[src/esdc_pkg.sv]
`timescale 1ns / 1ps
`default_nettype none

package esdc_pkg;

    localparam int WINDOW_DEPTH = 8;
    localparam int SAMPLE_W     = 8;
    localparam int SUM_W        = SAMPLE_W + $clog2(WINDOW_DEPTH);
    localparam int MEAN_SHIFT   = $clog2(WINDOW_DEPTH + 1) - 1;

    localparam int REG_COUNT = 3;
    localparam int PADDR_W   = $clog2(REG_COUNT) + 2;
    localparam int PDATA_W   = 32;
    localparam int REG_IDX_W = PADDR_W - 2;

    localparam logic [REG_IDX_W-1:0] REG_REFERENCE_LEVEL = REG_IDX_W'(0);
    localparam logic [REG_IDX_W-1:0] REG_THRESHOLD       = REG_IDX_W'(1);
    localparam logic [REG_IDX_W-1:0] REG_TIMEOUT         = REG_IDX_W'(2);

    localparam logic [7:0] REFERENCE_RESET = 8'd0;
    localparam logic [6:0] THRESHOLD_RESET = 7'd25;
    localparam logic [9:0] TIMEOUT_RESET   = 10'd300;

    localparam logic [SAMPLE_W-1:0] ADC_MIN = 8'd0;
    localparam logic [SAMPLE_W-1:0] ADC_MAX = 8'd255;

    localparam logic signed [SUM_W-1:0] MEAN_MAX = SUM_W'(127);
    localparam logic signed [SUM_W-1:0] MEAN_MIN = SUM_W'(-128);
    localparam logic [7:0] MEAN_MAX_8 = 8'h7F;
    localparam logic [7:0] MEAN_MIN_8 = 8'h80;

    typedef enum logic [1:0] {
        DIR_REST  = 2'd0,
        DIR_LEFT  = 2'd1,
        DIR_RIGHT = 2'd2,
        DIR_CLIP  = 2'd3
    } dir_t;

    typedef struct packed {
        logic [7:0] reference_level;
        logic [6:0] threshold;
        logic [9:0] timeout;
    } config_t;

    typedef struct packed {
        logic                    valid;
        logic                    clip;
        logic signed [SUM_W-1:0] sum;
    } window_status_t;

endpackage

`default_nettype wire

[src/esdc_cell.sv]
`timescale 1ns / 1ps
`default_nettype none

module esdc_cell (
    input  logic                                  clk,
    input  logic                                  rst_n,
    input  logic                                  shift,
    input  logic signed [esdc_pkg::SAMPLE_W-1:0]  sample_next,
    output logic signed [esdc_pkg::SAMPLE_W-1:0]  sample_out
);

    logic signed [esdc_pkg::SAMPLE_W-1:0] sample_reg;

    always_ff @(posedge clk or negedge rst_n)
    begin
        if (!rst_n)
        begin
            sample_reg <= '0;
        end
        else if (shift)
        begin
            sample_reg <= sample_next;
        end
    end

    assign sample_out = sample_reg;

endmodule

`default_nettype wire

[src/esdc_window.sv]
`timescale 1ns / 1ps
`default_nettype none

module esdc_window (
    input  logic                            clk,
    input  logic                            rst_n,
    input  logic                            sample_accept,
    input  logic [esdc_pkg::SAMPLE_W-1:0]   adc_sample,
    input  logic [7:0]                      reference_level,
    input  logic                            take,
    output esdc_pkg::window_status_t        status
);

    logic signed [esdc_pkg::SAMPLE_W-1:0] tap [esdc_pkg::WINDOW_DEPTH+1];
    logic signed [esdc_pkg::SUM_W-1:0]    sum_reg;
    logic signed [esdc_pkg::SUM_W-1:0]    sum_next;
    logic                                 valid_reg;
    logic                                 clip_reg;

    assign tap[0] = adc_sample - reference_level;

    for (genvar i = 0; i < esdc_pkg::WINDOW_DEPTH; i++)
    begin : g_cell
        esdc_cell u_cell (
            .clk         (clk),
            .rst_n       (rst_n),
            .shift       (sample_accept),
            .sample_next (tap[i]),
            .sample_out  (tap[i+1])
        );
    end

    // The sample leaving the last cell is the one the new sample replaces.
    assign sum_next = sum_reg + esdc_pkg::SUM_W'(tap[0])
                    - esdc_pkg::SUM_W'(tap[esdc_pkg::WINDOW_DEPTH]);

    always_ff @(posedge clk or negedge rst_n)
    begin
        if (!rst_n)
        begin
            sum_reg   <= '0;
            valid_reg <= 1'b0;
            clip_reg  <= 1'b0;
        end
        else if (sample_accept)
        begin
            sum_reg   <= sum_next;
            valid_reg <= 1'b1;
            clip_reg  <= (adc_sample == esdc_pkg::ADC_MIN) || (adc_sample == esdc_pkg::ADC_MAX);
        end
        else if (take)
        begin
            valid_reg <= 1'b0;
        end
    end

    assign status.valid = valid_reg;
    assign status.clip  = clip_reg;
    assign status.sum   = sum_reg;

endmodule

`default_nettype wire

[src/esdc_direction.sv]
`timescale 1ns / 1ps
`default_nettype none

module esdc_direction (
    input  logic                        clk,
    input  logic                        rst_n,
    input  esdc_pkg::window_status_t    status,
    input  esdc_pkg::config_t           cfg,
    input  logic                        result_stall,
    output logic                        take,
    output logic                        result_valid,
    output logic [1:0]                  direction,
    output logic signed [7:0]           window_mean
);

    logic signed [esdc_pkg::SUM_W-1:0] shifted;
    logic signed [7:0]                 mean;
    logic signed [7:0]                 thr_pos;
    logic signed [7:0]                 thr_neg;
    esdc_pkg::dir_t                    cls;
    esdc_pkg::dir_t                    dir_mid;
    esdc_pkg::dir_t                    dir_next;
    esdc_pkg::dir_t                    dir_reg;
    esdc_pkg::dir_t                    prev_class_reg;
    logic [9:0]                        hold_next;
    logic [9:0]                        hold_reg;
    logic                              result_valid_reg;
    logic signed [7:0]                 mean_reg;

    assign take = status.valid && !(result_valid_reg && result_stall);

    assign shifted = status.sum >>> esdc_pkg::MEAN_SHIFT;
    assign thr_pos = $signed({1'b0, cfg.threshold});
    assign thr_neg = -thr_pos;

    always_comb
    begin
        if (shifted > esdc_pkg::MEAN_MAX)
        begin
            mean = esdc_pkg::MEAN_MAX_8;
        end
        else if (shifted < esdc_pkg::MEAN_MIN)
        begin
            mean = esdc_pkg::MEAN_MIN_8;
        end
        else
        begin
            mean = shifted[7:0];
        end

        if (status.clip)
        begin
            cls = esdc_pkg::DIR_CLIP;
        end
        else if (mean > thr_pos)
        begin
            cls = esdc_pkg::DIR_LEFT;
        end
        else if (mean < thr_neg)
        begin
            cls = esdc_pkg::DIR_RIGHT;
        end
        else
        begin
            cls = esdc_pkg::DIR_REST;
        end
    end

    always_comb
    begin
        dir_mid = dir_reg;
        if (cls == esdc_pkg::DIR_CLIP)
        begin
            dir_mid = esdc_pkg::DIR_CLIP;
        end
        else if (prev_class_reg == esdc_pkg::DIR_CLIP)
        begin
            dir_mid = cls;
        end
        else if (prev_class_reg == esdc_pkg::DIR_REST && cls == esdc_pkg::DIR_LEFT)
        begin
            if (dir_reg == esdc_pkg::DIR_REST || dir_reg == esdc_pkg::DIR_LEFT)
            begin
                dir_mid = esdc_pkg::DIR_LEFT;
            end
            else if (dir_reg == esdc_pkg::DIR_RIGHT)
            begin
                dir_mid = esdc_pkg::DIR_REST;
            end
        end
        else if (prev_class_reg == esdc_pkg::DIR_REST && cls == esdc_pkg::DIR_RIGHT)
        begin
            if (dir_reg == esdc_pkg::DIR_REST || dir_reg == esdc_pkg::DIR_RIGHT)
            begin
                dir_mid = esdc_pkg::DIR_RIGHT;
            end
            else if (dir_reg == esdc_pkg::DIR_LEFT)
            begin
                dir_mid = esdc_pkg::DIR_REST;
            end
        end

        dir_next = dir_mid;
        if (dir_mid != dir_reg)
        begin
            hold_next = '0;
        end
        else if (hold_reg == cfg.timeout)
        begin
            hold_next = '0;
            if (dir_mid == esdc_pkg::DIR_LEFT || dir_mid == esdc_pkg::DIR_RIGHT)
            begin
                dir_next = esdc_pkg::DIR_REST;
            end
        end
        else
        begin
            hold_next = hold_reg + 10'd1;
        end
    end

    always_ff @(posedge clk or negedge rst_n)
    begin
        if (!rst_n)
        begin
            dir_reg          <= esdc_pkg::DIR_REST;
            prev_class_reg   <= esdc_pkg::DIR_REST;
            hold_reg         <= '0;
            result_valid_reg <= 1'b0;
        end
        else if (take)
        begin
            dir_reg          <= dir_next;
            prev_class_reg   <= cls;
            hold_reg         <= hold_next;
            result_valid_reg <= 1'b1;
        end
        else if (!result_stall)
        begin
            result_valid_reg <= 1'b0;
        end
    end

    always_ff @(posedge clk)
    begin
        if (take)
        begin
            mean_reg <= mean;
        end
    end

    assign result_valid = result_valid_reg;
    assign direction    = dir_reg;
    assign window_mean  = mean_reg;

endmodule

`default_nettype wire

[src/esdc_apb.sv]
`timescale 1ns / 1ps
`default_nettype none

module esdc_apb (
    input  logic                            clk,
    input  logic                            rst_n,
    input  logic                            psel,
    input  logic                            penable,
    input  logic                            pwrite,
    input  logic [esdc_pkg::PADDR_W-1:0]    paddr,
    input  logic [esdc_pkg::PDATA_W-1:0]    pwdata,
    output logic [esdc_pkg::PDATA_W-1:0]    prdata,
    output logic                            pready,
    output esdc_pkg::config_t               cfg
);

    logic [esdc_pkg::REG_IDX_W-1:0] reg_idx;
    logic [7:0]                     reference_level_reg;
    logic [6:0]                     threshold_reg;
    logic [9:0]                     timeout_reg;
    logic                           write_en;

    assign reg_idx  = paddr[esdc_pkg::PADDR_W-1:2];
    assign pready   = 1'b1;
    assign write_en = psel && penable && pwrite;

    always_ff @(posedge clk or negedge rst_n)
    begin
        if (!rst_n)
        begin
            reference_level_reg <= esdc_pkg::REFERENCE_RESET;
            threshold_reg       <= esdc_pkg::THRESHOLD_RESET;
            timeout_reg         <= esdc_pkg::TIMEOUT_RESET;
        end
        else if (write_en)
        begin
            unique case (reg_idx)
                esdc_pkg::REG_REFERENCE_LEVEL: reference_level_reg <= pwdata[7:0];
                esdc_pkg::REG_THRESHOLD:       threshold_reg       <= pwdata[6:0];
                esdc_pkg::REG_TIMEOUT:         timeout_reg         <= pwdata[9:0];
                default:
                begin
                end
            endcase
        end
    end

    always_comb
    begin
        unique case (reg_idx)
            esdc_pkg::REG_REFERENCE_LEVEL: prdata = esdc_pkg::PDATA_W'(reference_level_reg);
            esdc_pkg::REG_THRESHOLD:       prdata = esdc_pkg::PDATA_W'(threshold_reg);
            esdc_pkg::REG_TIMEOUT:         prdata = esdc_pkg::PDATA_W'(timeout_reg);
            default:                       prdata = '0;
        endcase
    end

    assign cfg.reference_level = reference_level_reg;
    assign cfg.threshold       = threshold_reg;
    assign cfg.timeout         = timeout_reg;

endmodule

`default_nettype wire

[src/eye_signal_direction_classifier.sv]
// Eye signal direction classifier.
// Samples arrive on sample_valid / sample_stall with adc_sample as payload;
// a transfer takes place at a rising edge with valid high and stall low.
// Results leave on result_valid / result_stall carrying direction
// (0 rest, 1 left, 2 right, 3 clipping) and the signed window_mean.
// Each sample gives exactly one result, registered first in the window
// stage and then in the result registers. One sample per cycle is sustained
// while result_stall is low: the moving window is a chain of cells that
// shifts once per sample, and a running sum gives the mean directly.
// The APB port sets reference_level, threshold and timeout; pready is
// always high, and registers should only be written while the block is idle.
// Reset clears the window and its sum, sets the direction to rest with the
// hold counter at zero, and loads reference 0, threshold 25, timeout 300.
// While result_stall is high the result holds; one further sample can be
// taken into the window stage, after which sample_stall rises.
`timescale 1ns / 1ps
`default_nettype none

module eye_signal_direction_classifier (
    input  logic                            clk,
    input  logic                            rst_n,
    input  logic                            psel,
    input  logic                            penable,
    input  logic                            pwrite,
    input  logic [esdc_pkg::PADDR_W-1:0]    paddr,
    input  logic [esdc_pkg::PDATA_W-1:0]    pwdata,
    output logic [esdc_pkg::PDATA_W-1:0]    prdata,
    output logic                            pready,
    input  logic                            sample_valid,
    output logic                            sample_stall,
    input  logic [esdc_pkg::SAMPLE_W-1:0]   adc_sample,
    output logic                            result_valid,
    input  logic                            result_stall,
    output logic [1:0]                      direction,
    output logic signed [7:0]               window_mean
);

    esdc_pkg::config_t        cfg;
    esdc_pkg::window_status_t status;
    logic                     sample_accept;
    logic                     take;

    assign sample_stall  = status.valid && result_valid && result_stall;
    assign sample_accept = sample_valid && !sample_stall;

    esdc_apb u_apb (
        .clk     (clk),
        .rst_n   (rst_n),
        .psel    (psel),
        .penable (penable),
        .pwrite  (pwrite),
        .paddr   (paddr),
        .pwdata  (pwdata),
        .prdata  (prdata),
        .pready  (pready),
        .cfg     (cfg)
    );

    esdc_window u_window (
        .clk             (clk),
        .rst_n           (rst_n),
        .sample_accept   (sample_accept),
        .adc_sample      (adc_sample),
        .reference_level (cfg.reference_level),
        .take            (take),
        .status          (status)
    );

    esdc_direction u_direction (
        .clk          (clk),
        .rst_n        (rst_n),
        .status       (status),
        .cfg          (cfg),
        .result_stall (result_stall),
        .take         (take),
        .result_valid (result_valid),
        .direction    (direction),
        .window_mean  (window_mean)
    );

endmodule

`default_nettype wire

[config.mk]
export PLATFORM = sky130hd
export DESIGN_NAME = eye_signal_direction_classifier
export DESIGN_NICKNAME = d
export VERILOG_FILES = /design/src/esdc_pkg.sv /design/src/esdc_cell.sv /design/src/esdc_window.sv /design/src/esdc_direction.sv /design/src/esdc_apb.sv /design/src/eye_signal_direction_classifier.sv
export SDC_FILE = /design/constraint.sdc
export NUM_CORES = 1
export LEC_CHECK = 0
export ABC_CLOCK_PERIOD_IN_PS = 4170
export BUFFER_PORTS_ARGS = -buffer_cell sky130_fd_sc_hd__buf_2
export CAP_MARGIN = 20
export CORE_ASPECT_RATIO = 1.4
export CORE_MARGIN = 1
export CORE_UTILIZATION = 58
export CTS_CLUSTER_SIZE = 24
export DETAILED_ROUTE_END_ITERATION = 10
export PLACE_DENSITY = 0.92
export SLEW_MARGIN = 0
export SYNTH_ARGS = -nofsm -noshare
export SYNTH_HDL_FRONTEND = slang
export SYNTH_SLANG_ARGS = --single-unit
[constraint.sdc]
create_clock -name clk -period 4.17 [get_ports clk]
set_input_delay 0.834 -clock clk [delete_from_list [all_inputs] [get_ports clk]]
set_output_delay 0.834 -clock clk [all_outputs]
set_load 0.01 [all_outputs]
## Word-level counts from Yosys, hierarchy flattened

Cells that the tools add are included.
W data, S select, Z words.

- Input port bits: 51
- Flip-flop bits (word level): 125
- Output and inout bits: 45

- Magnitude comparators: 4
- Muxes and demuxes: 23
- Add/sub/neg operators: 5
- Reductions and logical operators: 23
- Eq/ne operators: 14

Operator list:

| cell | number |
|---|---|
| $pmux W10 S3 | 1 |
| $mux W2 | 14 |
| $mux W10 | 2 |
| $mux W8 | 2 |
| $eq A2 B2 Y1 const B | 6 |
| $add A11 B8 Y11 | 1 |
| $sub A11 B8 Y11 | 1 |
| $add A10 B1 Y10 const B | 1 |
| $eq A10 B10 Y1 | 1 |
| $logic_and A1 B1 Y1 | 9 |
| $eq A2 B1 Y1 const B | 4 |
| $eq A8 B8 Y1 const B | 1 |
| $gt A8 B8 Y1 | 1 |
| $gt A8 B8 Y1 const B | 1 |
| $logic_not A8 Y1 | 1 |
| $lt A8 B8 Y1 | 1 |
| $lt A8 B8 Y1 const B | 1 |
| $neg A7 Y8 | 1 |
| $sub A8 B8 Y8 | 1 |
| $logic_not A2 Y1 | 3 |
| $reduce_and A2 Y1 | 3 |
| $logic_or A1 B1 Y1 | 4 |
| $mux W1 | 4 |
| $logic_not A1 Y1 | 2 |
| 3 further kinds | 3 |

## Logic depth before layout (Yosys ltp)

- Word-level depth: 18
- Depth in mapped cells: 19
- Gate-level depth less buffers: 19

## Modules after synthesis

From an unflattened synthesis, not the netlist that was laid out.

- Cell total of the unflattened synthesis: 618
- Area total of the unflattened synthesis: 7357.1 µm²

Modules (own cells, without submodules):

| module | times used | cells each | sequential area each (µm²) | area an instance (µm²) |
|---|---|---|---|---|
| esdc_cell | 8 | 17 | 200.2 | 331.6 |
| esdc_direction | 1 | 202 | 615.6 | 1781.7 |
| esdc_window | 1 | 169 | 325.3 | 1550.2 |
| esdc_apb | 1 | 109 | 634.4 | 1352.5 |
| eye_signal_direction_classifier | 1 | 2 | 0.0 | 20.0 |

## Worst setup path before layout

No wires, ideal clock.

- Path type: input to register
- From: input port adc_sample[0] in the netlist's numbering
- To: register u_window.sum_reg[10] in the netlist's numbering
- Arrival time: 3.949 ns
- Slack: 0.096 ns
- Stages: 19
- Cell sequence: inv_1 ha_1 inv_1 fa_1 nand2_1 nand2_1 a21oi_1 o21bai_1 a21oi_1 xnor2_1 fa_1 ha_1 or2_2 a21oi_1 a31oi_1 a31oi_1 xnor2_1 nor2_1 xor2_1

- Word-level cells in the longest chain between the ends: 3

Ends and longest elaborated chain:

| element | line | RTL |
|---|---|---|
| from (decl) | eye_signal_direction_classifier.sv:31 | `input logic [esdc_pkg::SAMPLE_W-1:0] adc_sample,` |
| $sub A8 B8 Y8 | esdc_window.sv:20 | `assign tap[0] = adc_sample - reference_level;` |
| named net u_window.g_cell[0].u_cell.sample_next (one bit) | esdc_cell.sv:8 | `input logic signed [esdc_pkg::SAMPLE_W-1:0] sample_next,` |
| $add A11 B8 Y11 | esdc_window.sv:34 | `assign sum_next = sum_reg + esdc_pkg::SUM_W'(tap[0])` |
| $sub A11 B8 Y11 | esdc_window.sv:35 | `- esdc_pkg::SUM_W'(tap[esdc_pkg::WINDOW_DEPTH]);` |
| to (signal assigned) | esdc_window.sv:47 | `sum_reg <= sum_next;` |
| to (decl) | esdc_window.sv:15 | `logic signed [esdc_pkg::SUM_W-1:0] sum_reg;` |

The timed path passes the listed nets, and every way through them passes these cells.
A chain may end at the register's enable or synchronous reset.

## Worst setup path in the final report

Ends and elaborated chain as after synthesis.

==> reports/metrics.json <==
{
  "result_of_the_run": "finished clean",
  "worstPathMaxFanout": 2,
  "start_kind": "input port",
  "finalPower_mw": 6.864,
  "fp.dieArea_um2": 12250,
  "grt_remaining_overflow": 0,
  "r2r_depth": 17,
  "initial_utilization": 0.6007,
  "final_cells": 813,
  "grt_max_degree": 75,
  "post-route-min-period_ns": 3.981,
  "final-hold-violation-count": 0,
  "synth_flop_cell": "dfrtp_1",
  "tritoncts_num_sinks": 125,
  "detail_route.vias_per_cell": 5.793,
  "fmax_ghz": 0.2512,
  "drc_marker_count_from_the_first_detailed_route_iteration": 211,
  "per_instance_average_area_after_synthesis_um2": 11.43,
  "finalNetCount": 753,
  "ant_diodes": 0,
  "postSynthRegisterBits": 125,
  "number_of_vias_in_the_routed_layout": 4710,
  "syn2layout_area_growth_pct": 14.70,
  "io_pins": 96,
  "die_height_um": 130.5,
  "cts_setup_buffers": 0,
  "fillers": 748,
  "placed_cells_incl_taps": 781,
  "cts_root_buffer": "clkbuf_16",
  "initial_antenna_violation_count": 0,
  "setup_violations": 0,
  "r2r_end": "u_window.sum_reg[10]",
  "route.final.wire_length_mm": 14.09,
  "postLayoutCellArea_um2": 7851,
  "sequential_cell_area_fraction_in_the_yosys_report": 0.4641,
  "synth.lib_cells_used.distinct": 60,
  "final_max_slew_viol_count": 0,
  "drv.max_cap_violation_count": 0,
  "fp-row-count": 46,
  "floorplan.die.width_um": 93.82,
  "cellLeakagePower_nw": 3.633,
  "worst_ir_drop_vdd_mv": 0.4687,
  "cts_buffers": 17,
  "timing.critical_path.arrival_ns": 4.27,
  "drt_pre_antenna_iters": 5,
  "port-buffer-count": 48,
  "tritoncts": "yes",
  "worst_hold_path_class": "in2async",
  "powerDensity_nw_per_um2": 874.2,
  "placeableCoreArea_um2": 11400,
  "cts-root-to-sink-buffers": 2,
  "finalSetupTns_ns": 0,
  "launching_point_of_the_worst_reg2reg_path": "u_apb.reference_level_reg[0]",
  "layout-drive-gt1-share": 0.3034,
  "maxSlewHeadroom": 0.4451,
  "synth_async_sr_flop_share": 0.9360,
  "crit_path_end_kind": "flop",
  "grt_first_pass_wirelength_mm": 22.90,
  "timing_worst_setup_path_type": "in2reg",
  "worst_skew_pair.late_latency_ns": 0.42,
  "path_clk_slew_ns": 0.05,
  "h_tree_lvl_count": 4,
  "dpl-instance-area_um2": 7218,
  "regToRegSetupSlack_ns": 0.34,
  "postRouteAntennaNets": 0,
  "worst_setup_skew_after_layout_ns": 0.009822,
  "synth-edff-count": 8,
  "cts-resized-gates": 0,
  "worstPathRequired_ns": 4.46,
  "grt_pass1_vias": 4857,
  "wire_length_per_cell_after_detailed_routing_um": 17.33,
  "timing.final.crit_share": 0.9546,
  "syn_area_um2": 6845,
  "cts.hold.buffers_added": 0,
  "worst_slew_pin_slew_ns": 0.8324,
  "drc_errors": 0,
  "netlist_instances": 599,
  "largest_register_ffs": 64,
  "count_of_warnings_emitted_by_yosys": 0,
  "gp_congestion": 0.9050,
  "place.detailed.hpwl_mm": 9.851,
  "total_track_usage": 0.2480
}
-- through the flow --
| step | worst slack (ns) | hold WS [ns] | util |
|---|---|---|---|
| 6_report | 0.1892 | 0.4403 | 0.6890 |
| 3_3_place_gp | -0.1775 | 0.4680 | 0.6334 |
| 3_5_place_dp | -0.3160 | 0.4904 | 0.6334 |
| 2_1_floorplan | 0.09572 | 0.4460 | - |
| 5_1_grt | -0.01922 | 0.5098 | 0.6890 |
| 4_1_cts | 0.06401 | 0.4795 | 0.6862 |
-- critical path, stage by stage --
cell and delay, ns:
buf_2 0.11, inv_1 0.05, ha_1 0.17, inv_1 0.06
fa_1 0.38, nand2_1 0.08, nand2_1 0.06, a21oi_2 0.16
buf_4 0.13, xnor2_1 0.22, fa_1 0.50, ha_1 0.33
and2_0 0.16, o21ai_0 0.23, a31oi_1 0.16, a31oi_1 0.22
xnor2_1 0.16, nor2_1 0.07, xor2_1 0.18
-- final cells by class --
class | count | area [um2] | area share
Sequential cell | 125 | 3177 | 0.4046
Inverter | 40 | 150.1 | 0.01912
Clock buffer | 19 | 432.9 | 0.05514
Clock inverter | 13 | 168.9 | 0.02151
Timing Repair Buffer | 65 | 382.9 | 0.04876
Tap cell | 144 | 180.2 | 0.02295
Multi-Input combinational cell | 407 | 3359 | 0.4279
-- layer usage --
layer | routed length [um] | vias to the layer above | GRT usage
li1 | - | 2177 | -
met1 | 5398 | 2344 | 0.2691
met2 | 7581 | 146 | 0.4418
met3 | 571 | 43 | 0.06481
met4 | 541 | 0 | 0.1303
met5 | 0 | - | 0
-- cell usage after synthesis, types with 2 or more instances --
| master | n | share of area |
|---|---|---|
| buf_1 | 7 | 0.0038 |
| ha_1 | 35 | 0.064 |
| nor3_1 | 7 | 0.0051 |
| nor2b_1 | 7 | 0.0064 |
| o21bai_1 | 2 | 0.0022 |
| a31oi_1 | 4 | 0.0037 |
| xnor2_1 | 20 | 0.026 |
| nand4_1 | 6 | 0.0055 |
| nor3b_1 | 6 | 0.0066 |
| clkbuf_1 | 15 | 0.0082 |
| o21a_1 | 5 | 0.0055 |
| nor2_1 | 18 | 0.0099 |
| buf_2 | 2 | 0.0015 |
| a21o_1 | 9 | 0.0099 |
| a211oi_1 | 2 | 0.0022 |
| nor4_1 | 4 | 0.0037 |
| xor2_1 | 11 | 0.014 |
| or3_1 | 2 | 0.0018 |
| nand2_1 | 39 | 0.021 |
| a22o_1 | 4 | 0.0051 |
| mux2i_1 | 8 | 0.012 |
| nor4b_1 | 3 | 0.0038 |
| o21ai_0 | 34 | 0.025 |
| and3_1 | 5 | 0.0046 |
| fa_1 | 11 | 0.032 |
| mux2_2 | 84 | 0.14 |
| nand3_1 | 6 | 0.0044 |
| nand2b_1 | 2 | 0.0018 |
| o31ai_1 | 6 | 0.0066 |
| o311ai_0 | 3 | 0.0038 |
| dfstp_2 | 7 | 0.027 |
| edfxtp_1 | 8 | 0.035 |
| buf_4 | 23 | 0.025 |
| and4_1 | 3 | 0.0038 |
| inv_1 | 40 | 0.022 |
| a21oi_1 | 15 | 0.011 |
| dfrtp_1 | 110 | 0.40 |
| and2_1 | 3 | 0.0027 |
| conb_1 | 2 | 0.0011 |
-- how the worst max path moves through the flow --
stage,start,end,slack (ns)
after floorplan,adc_sample[0],u_window.sum_reg[10],0.1
after global placement,adc_sample[0],u_window.sum_reg[10],-0.18
after detailed placement,adc_sample[0],u_window.sum_reg[10],-0.32
after CTS,adc_sample[0],u_window.sum_reg[10],0.06
after global routing,adc_sample[0],u_window.sum_reg[10],-0.02
final,adc_sample[0],u_window.sum_reg[10],0.19
-- kinds of logic (layout without fill, tap and decap cells) --
family / Yosys count / after routing / synth area share
XOR/XNOR: 31 / 31 / 0.03966
multiplexers: 92 / 92 / 0.1499
other: 2 / 23 / 0.001097
AND/OR/NAND/NOR: 118 / 118 / 0.09011
adder cells (fa/ha/maj): 46 / 46 / 0.09614
buffers and inverters: 88 / 137 / 0.06233
flip-flops: 125 / 125 / 0.4641
AO/OA/AOI/OAI: 97 / 97 / 0.09669
-- cell usage in the layout (no fill, tap or decap), types with 9 or more instances in the layout --
cell type / n
a21o_1: 9
a21oi_1: 12
buf_2: 47
buf_4: 17
clkbuf_16: 17
conb_1: 23
dfrtp_1: 110
fa_1: 11
ha_1: 34
inv_1: 40
mux2_2: 84
nand2_1: 38
nor2_1: 18
o21ai_0: 32
xnor2_1: 19
xor2_1: 11
-- where the power goes --
part / switching, mW / internal (mW) / leakage [nW]
sequential: 0.368 / 1.73 / 1.48
combinational: 1.68 / 1.59 / 1.86
clock: 0.544 / 0.943 / 0.291
No activity file was read; power rests on OpenSTA's default activity.
